## src/pcq_pkg.sv

```systemverilog
// Shared constants, types and helper functions of the pointer click event queue.
package pcq_pkg;

   // Ring geometry.
   localparam int QUEUE_DEPTH = 16;
   localparam int IDX_W       = $clog2(QUEUE_DEPTH);

   // Field widths.
   localparam int COORD_W  = 16;
   localparam int BUTTON_W = 5;
   localparam int TIME_W   = 32;
   localparam int COUNT_W  = 16;

   // Coordinate value held by the latest state after reset.
   localparam logic signed [COORD_W-1:0] COORD_RESET = -16'sd32768;

   // Request codes carried in the mode field.
   localparam logic MODE_REPORT  = 1'b0;
   localparam logic MODE_CONSUME = 1'b1;

   // One queued click event.
   typedef struct packed {
      logic signed [COORD_W-1:0] pos_x;
      logic signed [COORD_W-1:0] pos_y;
      logic [BUTTON_W-1:0]       buttons;
      logic [TIME_W-1:0]         time_ms;
   } click_entry_type;

   localparam int ENTRY_W = $bits(click_entry_type);

   // Commands from the top level to the ring.
   typedef struct packed {
      logic push;
      logic pop;
   } ring_ctrl_type;

   // Occupancy of the ring.
   typedef struct packed {
      logic full;
      logic empty;
   } ring_status_type;

   // Ring index advance with wrap at the last entry.
   function automatic logic [IDX_W-1:0] next_index(input logic [IDX_W-1:0] idx);
      logic [IDX_W-1:0] result;
      if (idx == IDX_W'(QUEUE_DEPTH - 1)) begin
         result = '0;
      end else begin
         result = idx + 1'b1;
      end
      return result;
   endfunction

endpackage

```

## src/pcq_ifs.sv

```systemverilog
// Valid/ready channel interfaces for the request and response sides.
interface pcq_req_if import pcq_pkg::*; ();
   logic                      valid;
   logic                      ready;
   logic                      mode;
   logic signed [COORD_W-1:0] pos_x;
   logic signed [COORD_W-1:0] pos_y;
   logic [BUTTON_W-1:0]       buttons;
   logic [TIME_W-1:0]         time_ms;

   modport source (output valid, mode, pos_x, pos_y, buttons, time_ms, input ready);
   modport sink   (input valid, mode, pos_x, pos_y, buttons, time_ms, output ready);
endinterface

interface pcq_rsp_if import pcq_pkg::*; ();
   logic                      valid;
   logic                      ready;
   logic                      ready_res;
   logic                      from_queue;
   logic signed [COORD_W-1:0] out_x;
   logic signed [COORD_W-1:0] out_y;
   logic [BUTTON_W-1:0]       out_buttons;
   logic [TIME_W-1:0]         out_time_ms;
   logic                      click_dropped;

   modport source (output valid, ready_res, from_queue, out_x, out_y, out_buttons,
                   out_time_ms, click_dropped, input ready);
   modport sink   (input valid, ready_res, from_queue, out_x, out_y, out_buttons,
                   out_time_ms, click_dropped, output ready);
endinterface

```

## src/pcq_ram.sv

```systemverilog
// Generic single-write, single-read RAM with a registered read port.
module pcq_ram #(
   parameter int WIDTH = 8,
   parameter int DEPTH = 16
) (
   input  logic                     clock,
   input  logic                     wr_en,
   input  logic [$clog2(DEPTH)-1:0] wr_addr,
   input  logic [WIDTH-1:0]         wr_data,
   input  logic [$clog2(DEPTH)-1:0] rd_addr,
   output logic [WIDTH-1:0]         rd_data
);

   logic [WIDTH-1:0] mem_ff [DEPTH];
   logic [WIDTH-1:0] rd_data_ff;

   // Write port and registered read; a read of the address being written returns the old word.
   always_ff @(posedge clock) begin
      if (wr_en) begin
         mem_ff[wr_addr] <= wr_data;
      end
      rd_data_ff <= mem_ff[rd_addr];
   end

   assign rd_data = rd_data_ff;

endmodule

```

## src/pcq_ring.sv

```systemverilog
// Click event ring: indices, full flag, entry storage and head-of-ring forwarding.
module pcq_ring import pcq_pkg::*; (
   input  logic            clock,
   input  logic            reset,
   input  ring_ctrl_type   ctrl,
   input  click_entry_type push_data,
   output ring_status_type status,
   output click_entry_type head
);

   logic [IDX_W-1:0] read_index_ff, read_index_in;
   logic [IDX_W-1:0] write_index_ff, write_index_in;
   logic             ring_full_ff, ring_full_in;
   logic             bypass_ff, bypass_in;
   click_entry_type  bypass_data_ff;
   logic [ENTRY_W-1:0] ram_rd_data;

   // Index and full flag updates; a push and a pop never fall in the same cycle.
   always_comb begin
      read_index_in  = read_index_ff;
      write_index_in = write_index_ff;
      ring_full_in   = ring_full_ff;
      if (ctrl.push) begin
         write_index_in = next_index(write_index_ff);
         ring_full_in   = (next_index(write_index_ff) == read_index_ff);
      end else if (ctrl.pop) begin
         read_index_in = next_index(read_index_ff);
         ring_full_in  = 1'b0;
      end
   end

   // A push into the entry that becomes the head is forwarded, as the RAM returns the old word.
   assign bypass_in = ctrl.push && (write_index_ff == read_index_in);

   always_ff @(posedge clock) begin
      if (reset) begin
         read_index_ff  <= '0;
         write_index_ff <= '0;
         ring_full_ff   <= 1'b0;
         bypass_ff      <= 1'b0;
      end else begin
         read_index_ff  <= read_index_in;
         write_index_ff <= write_index_in;
         ring_full_ff   <= ring_full_in;
         bypass_ff      <= bypass_in;
      end
   end

   always_ff @(posedge clock) begin
      bypass_data_ff <= push_data;
   end

   // The RAM is always addressed at the next head, so the head entry is ready every cycle.
   pcq_ram #(
      .WIDTH(ENTRY_W),
      .DEPTH(QUEUE_DEPTH)
   ) u_ram (
      .clock  (clock),
      .wr_en  (ctrl.push),
      .wr_addr(write_index_ff),
      .wr_data(push_data),
      .rd_addr(read_index_in),
      .rd_data(ram_rd_data)
   );

   assign head         = bypass_ff ? bypass_data_ff : click_entry_type'(ram_rd_data);
   assign status.full  = ring_full_ff;
   assign status.empty = !ring_full_ff && (read_index_ff == write_index_ff);

endmodule

```

## src/pointer_click_event_queue.sv

```systemverilog
// Pointer click event queue: latest pointer state plus a ring of button-change events.
// Each beat on the request channel is either a pointer report (mode 0) or a consume
// request (mode 1) and yields exactly one response beat. A report replaces the latest
// pointer state and counts as pending; if its buttons differ from the previous ones it is
// also queued as a click in a QUEUE_DEPTH-entry ring, or dropped and flagged when the ring
// is full. A consume returns the oldest queued click, else the latest state, or answers
// not-ready when nothing is pending. The block takes one request per cycle: each beat is
// handled in the cycle it is accepted, with one RAM write or a read from the head register,
// and the result lands in the response register. A request is held off only while the
// response register is full and not being taken.
module pointer_click_event_queue import pcq_pkg::*; (
   input  logic      clock,
   input  logic      reset,
   pcq_req_if.sink   req_bus,
   pcq_rsp_if.source rsp_bus
);

   // Latest pointer state and report counters.
   logic signed [COORD_W-1:0] latest_x_ff, latest_x_in;
   logic signed [COORD_W-1:0] latest_y_ff, latest_y_in;
   logic [BUTTON_W-1:0]       latest_buttons_ff, latest_buttons_in;
   logic [TIME_W-1:0]         latest_time_ff, latest_time_in;
   logic [COUNT_W-1:0]        produced_ff, produced_in;
   logic [COUNT_W-1:0]        consumed_ff, consumed_in;

   // Response register.
   logic                      rsp_valid_ff, rsp_valid_in;
   logic                      ready_res_ff, ready_res_in;
   logic                      from_queue_ff, from_queue_in;
   logic signed [COORD_W-1:0] out_x_ff, out_x_in;
   logic signed [COORD_W-1:0] out_y_ff, out_y_in;
   logic [BUTTON_W-1:0]       out_buttons_ff, out_buttons_in;
   logic [TIME_W-1:0]         out_time_ff, out_time_in;
   logic                      dropped_ff, dropped_in;

   logic            req_fire;
   logic            button_change;
   logic            pending;
   ring_ctrl_type   ring_ctrl;
   ring_status_type ring_status;
   click_entry_type push_data;
   click_entry_type head;

   assign req_bus.ready = !rsp_valid_ff || rsp_bus.ready;
   assign req_fire      = req_bus.valid && req_bus.ready;
   assign button_change = (req_bus.buttons != latest_buttons_ff);
   assign pending       = ring_status.full || (produced_ff != consumed_ff);

   assign push_data.pos_x   = req_bus.pos_x;
   assign push_data.pos_y   = req_bus.pos_y;
   assign push_data.buttons = req_bus.buttons;
   assign push_data.time_ms = req_bus.time_ms;

   // Per-beat work: state updates, ring commands and the response word.
   always_comb begin
      latest_x_in       = latest_x_ff;
      latest_y_in       = latest_y_ff;
      latest_buttons_in = latest_buttons_ff;
      latest_time_in    = latest_time_ff;
      produced_in       = produced_ff;
      consumed_in       = consumed_ff;
      ring_ctrl         = '0;
      rsp_valid_in      = rsp_valid_ff && !rsp_bus.ready;
      ready_res_in      = ready_res_ff;
      from_queue_in     = from_queue_ff;
      out_x_in          = out_x_ff;
      out_y_in          = out_y_ff;
      out_buttons_in    = out_buttons_ff;
      out_time_in       = out_time_ff;
      dropped_in        = dropped_ff;
      if (req_fire) begin
         rsp_valid_in   = 1'b1;
         ready_res_in   = 1'b0;
         from_queue_in  = 1'b0;
         out_x_in       = '0;
         out_y_in       = '0;
         out_buttons_in = '0;
         out_time_in    = '0;
         dropped_in     = 1'b0;
         case (req_bus.mode)
            MODE_REPORT: begin
               latest_x_in       = req_bus.pos_x;
               latest_y_in       = req_bus.pos_y;
               latest_buttons_in = req_bus.buttons;
               latest_time_in    = req_bus.time_ms;
               produced_in       = produced_ff + 1'b1;
               ring_ctrl.push    = button_change && !ring_status.full;
               dropped_in        = button_change && ring_status.full;
            end
            MODE_CONSUME: begin
               if (pending) begin
                  consumed_in  = consumed_ff + 1'b1;
                  ready_res_in = 1'b1;
                  if (!ring_status.empty) begin
                     ring_ctrl.pop  = 1'b1;
                     from_queue_in  = 1'b1;
                     out_x_in       = head.pos_x;
                     out_y_in       = head.pos_y;
                     out_buttons_in = head.buttons;
                     out_time_in    = head.time_ms;
                  end else begin
                     out_x_in       = latest_x_ff;
                     out_y_in       = latest_y_ff;
                     out_buttons_in = latest_buttons_ff;
                     out_time_in    = latest_time_ff;
                  end
               end
            end
            default: begin
               ring_ctrl = '0;
            end
         endcase
      end
   end

   // Control and pointer state registers.
   always_ff @(posedge clock) begin
      if (reset) begin
         latest_x_ff       <= COORD_RESET;
         latest_y_ff       <= COORD_RESET;
         latest_buttons_ff <= '0;
         latest_time_ff    <= '0;
         produced_ff       <= '0;
         consumed_ff       <= '0;
         rsp_valid_ff      <= 1'b0;
      end else begin
         latest_x_ff       <= latest_x_in;
         latest_y_ff       <= latest_y_in;
         latest_buttons_ff <= latest_buttons_in;
         latest_time_ff    <= latest_time_in;
         produced_ff       <= produced_in;
         consumed_ff       <= consumed_in;
         rsp_valid_ff      <= rsp_valid_in;
      end
   end

   // Response payload registers.
   always_ff @(posedge clock) begin
      ready_res_ff   <= ready_res_in;
      from_queue_ff  <= from_queue_in;
      out_x_ff       <= out_x_in;
      out_y_ff       <= out_y_in;
      out_buttons_ff <= out_buttons_in;
      out_time_ff    <= out_time_in;
      dropped_ff     <= dropped_in;
   end

   pcq_ring u_ring (
      .clock    (clock),
      .reset    (reset),
      .ctrl     (ring_ctrl),
      .push_data(push_data),
      .status   (ring_status),
      .head     (head)
   );

   assign rsp_bus.valid         = rsp_valid_ff;
   assign rsp_bus.ready_res     = ready_res_ff;
   assign rsp_bus.from_queue    = from_queue_ff;
   assign rsp_bus.out_x         = out_x_ff;
   assign rsp_bus.out_y         = out_y_ff;
   assign rsp_bus.out_buttons   = out_buttons_ff;
   assign rsp_bus.out_time_ms   = out_time_ff;
   assign rsp_bus.click_dropped = dropped_ff;

`ifndef SYNTHESIS
   // A button change that meets a full ring is reported as dropped.
   assert property (@(posedge clock) disable iff (reset)
      (req_fire && (req_bus.mode == MODE_REPORT) && button_change && ring_status.full)
      |=> (rsp_bus.valid && rsp_bus.click_dropped))
      else $error("full-ring button change not flagged as dropped");

   // The ring is never popped while empty.
   assert property (@(posedge clock) disable iff (reset)
      ring_ctrl.pop |-> !ring_status.empty)
      else $error("pop issued on an empty ring");

   // A consume with nothing pending answers not-ready.
   assert property (@(posedge clock) disable iff (reset)
      (req_fire && (req_bus.mode == MODE_CONSUME) && !pending)
      |=> (rsp_bus.valid && !rsp_bus.ready_res && !rsp_bus.from_queue))
      else $error("consume with nothing pending returned a report");
`endif

endmodule
```

## src/flat_wrapper.sv

```systemverilog
// flat-port wrapper written by rule: the top's interface ports become plain ports
module pointer_click_event_queue_flat import pcq_pkg::*;
  (clock, reset, req_bus_valid, req_bus_mode, req_bus_pos_x, req_bus_pos_y, req_bus_buttons, req_bus_time_ms, req_bus_ready, rsp_bus_valid, rsp_bus_ready_res, rsp_bus_from_queue, rsp_bus_out_x, rsp_bus_out_y, rsp_bus_out_buttons, rsp_bus_out_time_ms, rsp_bus_click_dropped, rsp_bus_ready);
  pcq_req_if req_bus_i ();
  pcq_rsp_if rsp_bus_i ();
  input  logic clock;
  input  logic reset;
  input wire logic [$bits(req_bus_i.valid)-1:0] req_bus_valid;
  input wire logic [$bits(req_bus_i.mode)-1:0] req_bus_mode;
  input wire logic [$bits(req_bus_i.pos_x)-1:0] req_bus_pos_x;
  input wire logic [$bits(req_bus_i.pos_y)-1:0] req_bus_pos_y;
  input wire logic [$bits(req_bus_i.buttons)-1:0] req_bus_buttons;
  input wire logic [$bits(req_bus_i.time_ms)-1:0] req_bus_time_ms;
  output wire logic [$bits(req_bus_i.ready)-1:0] req_bus_ready;
  output wire logic [$bits(rsp_bus_i.valid)-1:0] rsp_bus_valid;
  output wire logic [$bits(rsp_bus_i.ready_res)-1:0] rsp_bus_ready_res;
  output wire logic [$bits(rsp_bus_i.from_queue)-1:0] rsp_bus_from_queue;
  output wire logic [$bits(rsp_bus_i.out_x)-1:0] rsp_bus_out_x;
  output wire logic [$bits(rsp_bus_i.out_y)-1:0] rsp_bus_out_y;
  output wire logic [$bits(rsp_bus_i.out_buttons)-1:0] rsp_bus_out_buttons;
  output wire logic [$bits(rsp_bus_i.out_time_ms)-1:0] rsp_bus_out_time_ms;
  output wire logic [$bits(rsp_bus_i.click_dropped)-1:0] rsp_bus_click_dropped;
  input wire logic [$bits(rsp_bus_i.ready)-1:0] rsp_bus_ready;
  assign req_bus_i.valid = req_bus_valid;
  assign req_bus_i.mode = req_bus_mode;
  assign req_bus_i.pos_x = req_bus_pos_x;
  assign req_bus_i.pos_y = req_bus_pos_y;
  assign req_bus_i.buttons = req_bus_buttons;
  assign req_bus_i.time_ms = req_bus_time_ms;
  assign req_bus_ready = req_bus_i.ready;
  assign rsp_bus_valid = rsp_bus_i.valid;
  assign rsp_bus_ready_res = rsp_bus_i.ready_res;
  assign rsp_bus_from_queue = rsp_bus_i.from_queue;
  assign rsp_bus_out_x = rsp_bus_i.out_x;
  assign rsp_bus_out_y = rsp_bus_i.out_y;
  assign rsp_bus_out_buttons = rsp_bus_i.out_buttons;
  assign rsp_bus_out_time_ms = rsp_bus_i.out_time_ms;
  assign rsp_bus_click_dropped = rsp_bus_i.click_dropped;
  assign rsp_bus_i.ready = rsp_bus_ready;
  pointer_click_event_queue u_core (.clock(clock), .reset(reset), .req_bus(req_bus_i), .rsp_bus(rsp_bus_i));
endmodule
```

## config.mk

```make
export PLATFORM = sky130hd
export DESIGN_NAME = pointer_click_event_queue_flat
export DESIGN_NICKNAME = d
export VERILOG_FILES = /design/src/pcq_pkg.sv /design/src/pcq_ifs.sv /design/src/pcq_ram.sv /design/src/pcq_ring.sv /design/src/pointer_click_event_queue.sv /design/src/flat_wrapper.sv
export SDC_FILE = /design/constraint.sdc
export NUM_CORES = 2
export LEC_CHECK = 0
export BUFFER_PORTS_ARGS = -buffer_cell sky130_fd_sc_hd__buf_2
export CORE_AREA = 2 2 278 486
export DETAILED_ROUTE_END_ITERATION = 8
export DIE_AREA = 0 0 280 488
export GPL_TIMING_DRIVEN = 0
export HOLD_SLACK_MARGIN = 0.1
export MAX_ROUTING_LAYER = met4
export SLEW_MARGIN = 20
export SYNTH_ARGS = -nofsm -noshare
export SYNTH_HDL_FRONTEND = slang
export SYNTH_HIERARCHICAL = 1
export SYNTH_SLANG_ARGS = --single-unit
```

## constraint.sdc

```tcl
create_clock -name clock -period 17.1 [get_ports clock]
set_input_delay 0.855 -clock clock [delete_from_list [all_inputs] [get_ports clock]]
set_output_delay 0.855 -clock clock [all_outputs]
set_load 0.1 [all_outputs]
```

==> flow_metrics.tcl <==
set metrics [dict create \
    critical_path_required_ps 17720 \
    tightestPinTransition_ps 1110 \
    cts_resized 0 \
    design_area_um2 61600 \
    h-tree-depth 3 \
    synth_top_area_cell "edfxtp_1" \
    clockPowerShare_pct 40.8 \
    grt_max_degree 46 \
    crit_slowest_cell "clkbuf_1" \
    whs_endpoint "u_core/u_ring/bypass_data_ff[14]$_DFF_P_" \
    rsz0062_at_grt "false" \
    async_flop_share_pct 0 \
    clock_latency_ps 740 \
    period_needed_ps 6030 \
    leakage_nw 20.1 \
    ctsHoldBuffers 0 \
    max-slew-margin-rel_pct 25.7 \
    hold_start "req_bus_time_ms[14]" \
    run_status "complete, no violations" \
    hold_ws_ps 383 \
    drt-initial-drc-count 2118 \
    core-area_um2 133000 \
    hold_violations 0 \
    synth_warnings 6 \
    r2r-end "u_core/u_ring/u_ram/rd_data[56]$_DFF_P_" \
    power_frac_seq_pct 54.2 \
    internal-power_w 0.00552 \
    initial_utilization_pct 39.8 \
    cp-start-kind "flip-flop" \
    placed_area_um2 57400 \
    setup_tns_ps 0 \
    critPathMaxStageDelay_ps 820 \
    stdcell_count 4910 \
    combPwrFrac_pct 5.0 \
    fp-row-count 177 \
    io_buffers 146 \
    grt_pass1_vias 28000 \
    cp_num_buf_inv 7 \
    cts_setup_buffers 0 \
    overflow 0 \
    die_h_um 488 \
    finClkSkew_ps 28.4 \
    synth_area_um2 52900 \
    antenna_found_initial 8 \
    antenna_left 0 \
    clock.fmax_mhz 166 \
    worstSetupPathType "flip-flop to flip-flop" \
    setup_viol 0 \
    path_max_fanout 10 \
    cts_tree "yes" \
    fill_cells 11000 \
    r2r-start "u_core/u_ring/write_index_ff[0]$_SDFFE_PP0P_" \
    synth_top_flop_cell "edfxtp_1" \
    clk_pin_slew_ps 70 \
    synth-seq-area-share_pct 76.3 \
    cts_root_buf "clkbuf_16" \
    grt_pass1_wl_um 191000 \
    drcViolationCount 0 \
    hpwl_um 87900 \
    reg2reg_slack_ps 11070 \
    synth_edf_count 1176 \
    total_power_w 0.00704 \
    clockBufferDepth 3 \
    place_congestion 0.797 \
    post-route-period-util_pct 35.3 \
    die-area_um2 137000 \
    synthesis.area_per_instance_um2 19.3 \
    p_sw_share_pct 21.6 \
    reg2reg_depth 16 \
    netlist_instances 2734 \
    syn_nets 2812 \
    fin_nets 3177 \
    first_pass_iters 5 \
    cpMostUsedCell "clkbuf_1" \
    synth.top_cells.by_area "edfxtp_1 (67%), mux4_2 (12%), dfxtp_1 (9.5%), a22oi_1 (2.0%), nand2_1 (1.6%)" \
    ios 148 \
    drive_gt1_share_pct 27.6 \
    synth_cell_types 54 \
    hold_path.class "input pin to flip-flop" \
    slew_violations 0 \
    cp_cell_sequence "clkbuf_1, xnor2_1, nand3_1, nor3_1, clkbuf_1, clkbuf_1, nor3_1, nand2b_4, mux2i_2, inv_1, buf_2, clkbuf_1, buf_2, mux4_2, a22oi_1, nand2_1" \
    worstPathArrival_ps 6650 \
    peakVddDrop_v 0.0000810 \
    ys_seq_elements 1426 \
    drv_cap 0 \
    area_growth_pct 16.6 \
    cp_top_family "buffers and inverters" \
    cts_buffers 118 \
    wire_per_inst_um 26.9 \
    p_per_area_nw_per_um2 114 \
    via_count 26900 \
    cts.sinks 1426 \
    min_path_cells 1 \
    synth_top_area_share_pct 66.8 \
    placedCellCount 4679 \
    drt_wl_total_um 132000 \
    switching_power_w 0.00152 \
    grtUsageTotal_pct 20.1 \
    via_per_inst 5.48 \
    die_w_um 280 \
    endpoint_kind "flip-flop" \
]
stage by stage:
stage,worst slack [ps],util (%)
4_1_cts,11060,46.4
5_1_grt,10890,46.4
6_report,11070,46.4
2_1_floorplan,8750,-
3_3_place_gp,1900,42.0
3_5_place_dp,11020,43.3
routing by layer:
layer / vias to the layer above / routed length, µm / track usage (%)
met5: - / 0 / -
met4: 0 / 3750 / 6.53
met3: 209 / 7540 / 2.94
met2: 806 / 69600 / 34.9
met1: 14300 / 51200 / 24.0
li1: 11600 / - / -
layout by cell type (no fill, tap or decap), types with 64 or more instances in the layout:
master	count
dfxtp_1	250
mux2i_1	71
clkbuf_1	80
a21oi_1	81
mux2_2	64
clkbuf_16	128
edfxtp_1	1176
a22oi_1	138
mux4_2	273
nand2_1	226
buf_2	189
nor2_1	100
worst max-delay path by stage:
stage,depth (start not counted),slack [ps],from,endpoint
floorplan,8,8750,u_core/rsp_bus.valid$_SDFF_PP0_,u_core/u_ring/u_ram/mem_ff[0][0]$_DFFE_PP_
global placement,9,1900,rsp_bus_ready,u_core/u_ring/u_ram/mem_ff[12][13]$_DFFE_PP_
detailed placement,16,11020,u_core/u_ring/write_index_ff[0]$_SDFFE_PP0P_,u_core/u_ring/u_ram/rd_data[46]$_DFF_P_
CTS,16,11060,u_core/u_ring/write_index_ff[0]$_SDFFE_PP0P_,u_core/u_ring/u_ram/rd_data[46]$_DFF_P_
global route,14,10890,u_core/u_ring/write_index_ff[0]$_SDFFE_PP0P_,u_core/u_ring/u_ram/rd_data[64]$_DFF_P_
finish,16,11070,u_core/u_ring/write_index_ff[0]$_SDFFE_PP0P_,u_core/u_ring/u_ram/rd_data[56]$_DFF_P_
worst register-to-register path, stage by stage (launching register included):
cell and delay (ps):
dfxtp_1 560, clkbuf_1 350, xnor2_1 170, nand3_1 110, nor3_1 170, clkbuf_1 780
clkbuf_1 780, nor3_1 290, nand2b_4 180, mux2i_2 100, inv_1 70, buf_2 180
clkbuf_1 820, buf_2 530, mux4_2 400, a22oi_1 300, nand2_1 110
kinds of logic after synthesis:
family | count (synthesis) | synth area share, %
xor+xnor | 48 | 0.810
buf+inv | 164 | 1.57
fa+ha+maj | 4 | 0.0947
compound gates | 241 | 3.03
flops | 1426 | 76.3
simple gates | 429 | 3.48
mux | 422 | 14.7
power groups by stage:
| stage | clock network (W) | logic (W) | registers, W |
|---|---|---|---|
| 2_1_floorplan | 0 | 0.000145 | 0.00397 |
| 5_1_grt | 0.00305 | 0.000374 | 0.00382 |
| 3_5_place_dp | 0 | 0.000355 | 0.00390 |
| 4_1_cts | 0.00293 | 0.000356 | 0.00382 |
| 6_report | 0.00287 | 0.000350 | 0.00382 |
| 3_3_place_gp | 0 | 0.000342 | 0.00390 |
cells in the mapped netlist (2+ instances only):
| master | instances |
|---|---|
| or4_1 | 7 |
| o21ai_1 | 2 |
| nand3_1 | 19 |
| o21ai_0 | 6 |
| dfxtp_1 | 250 |
| nand4_1 | 9 |
| buf_6 | 15 |
| mux4_1 | 3 |
| nor2b_1 | 12 |
| or3_1 | 5 |
| a21o_1 | 2 |
| mux4_2 | 273 |
| nor3_1 | 14 |
| xnor2_1 | 27 |
| mux2_2 | 64 |
| and3_1 | 3 |
| buf_2 | 43 |
| o31ai_1 | 5 |
| nor2_1 | 113 |
| a22oi_1 | 138 |
| a21oi_1 | 81 |
| edfxtp_1 | 1176 |
| mux2_1 | 10 |
| xor2_1 | 20 |
| buf_1 | 13 |
| inv_1 | 10 |
| nand2b_1 | 3 |
| clkbuf_1 | 72 |
| buf_4 | 10 |
| nand3b_1 | 6 |
| ha_1 | 4 |
| nor4_1 | 2 |
| mux2i_1 | 71 |
| nand2_1 | 226 |
final cells by class:
type / instances / area [µm²] / share of cell area (%)
Antenna cell: 6 / 15.0 / 0.0244
Buffer: 154 / 797 / 1.29
Clock buffer: 153 / 3440 / 5.58
Clock inverter: 72 / 734 / 1.19
Inverter: 10 / 40.0 / 0.0650
Multi-Input combinational cell: 1144 / 11800 / 19.2
Sequential cell: 1426 / 40300 / 65.4
Tap cell: 1700 / 2130 / 3.45
Timing Repair Buffer: 245 / 2330 / 3.78
state kept, by name, summed over array words and instances, names as in the netlist:
register	cells
u_core/consumed_ff	16
u_core/latest_buttons_ff	5
u_core/latest_time_ff	32
u_core/latest_x_ff	16
u_core/latest_y_ff	16
u_core/produced_ff	16
u_core/rsp_bus.click_dropped	1
u_core/rsp_bus.from_queue	1
u_core/rsp_bus.out_buttons	5
u_core/rsp_bus.out_time_ms	32
u_core/rsp_bus.out_x	16
u_core/rsp_bus.out_y	16
u_core/rsp_bus.ready_res	1
u_core/rsp_bus.valid	1
u_core/u_ring/bypass_data_ff	69
u_core/u_ring/bypass_ff	1
u_core/u_ring/read_index_ff	4
u_core/u_ring/ring_full_ff	1
u_core/u_ring/u_ram/mem_ff	1104
u_core/u_ring/u_ram/rd_data	69
u_core/u_ring/write_index_ff	4
Power figures use the tool's default switching activity.
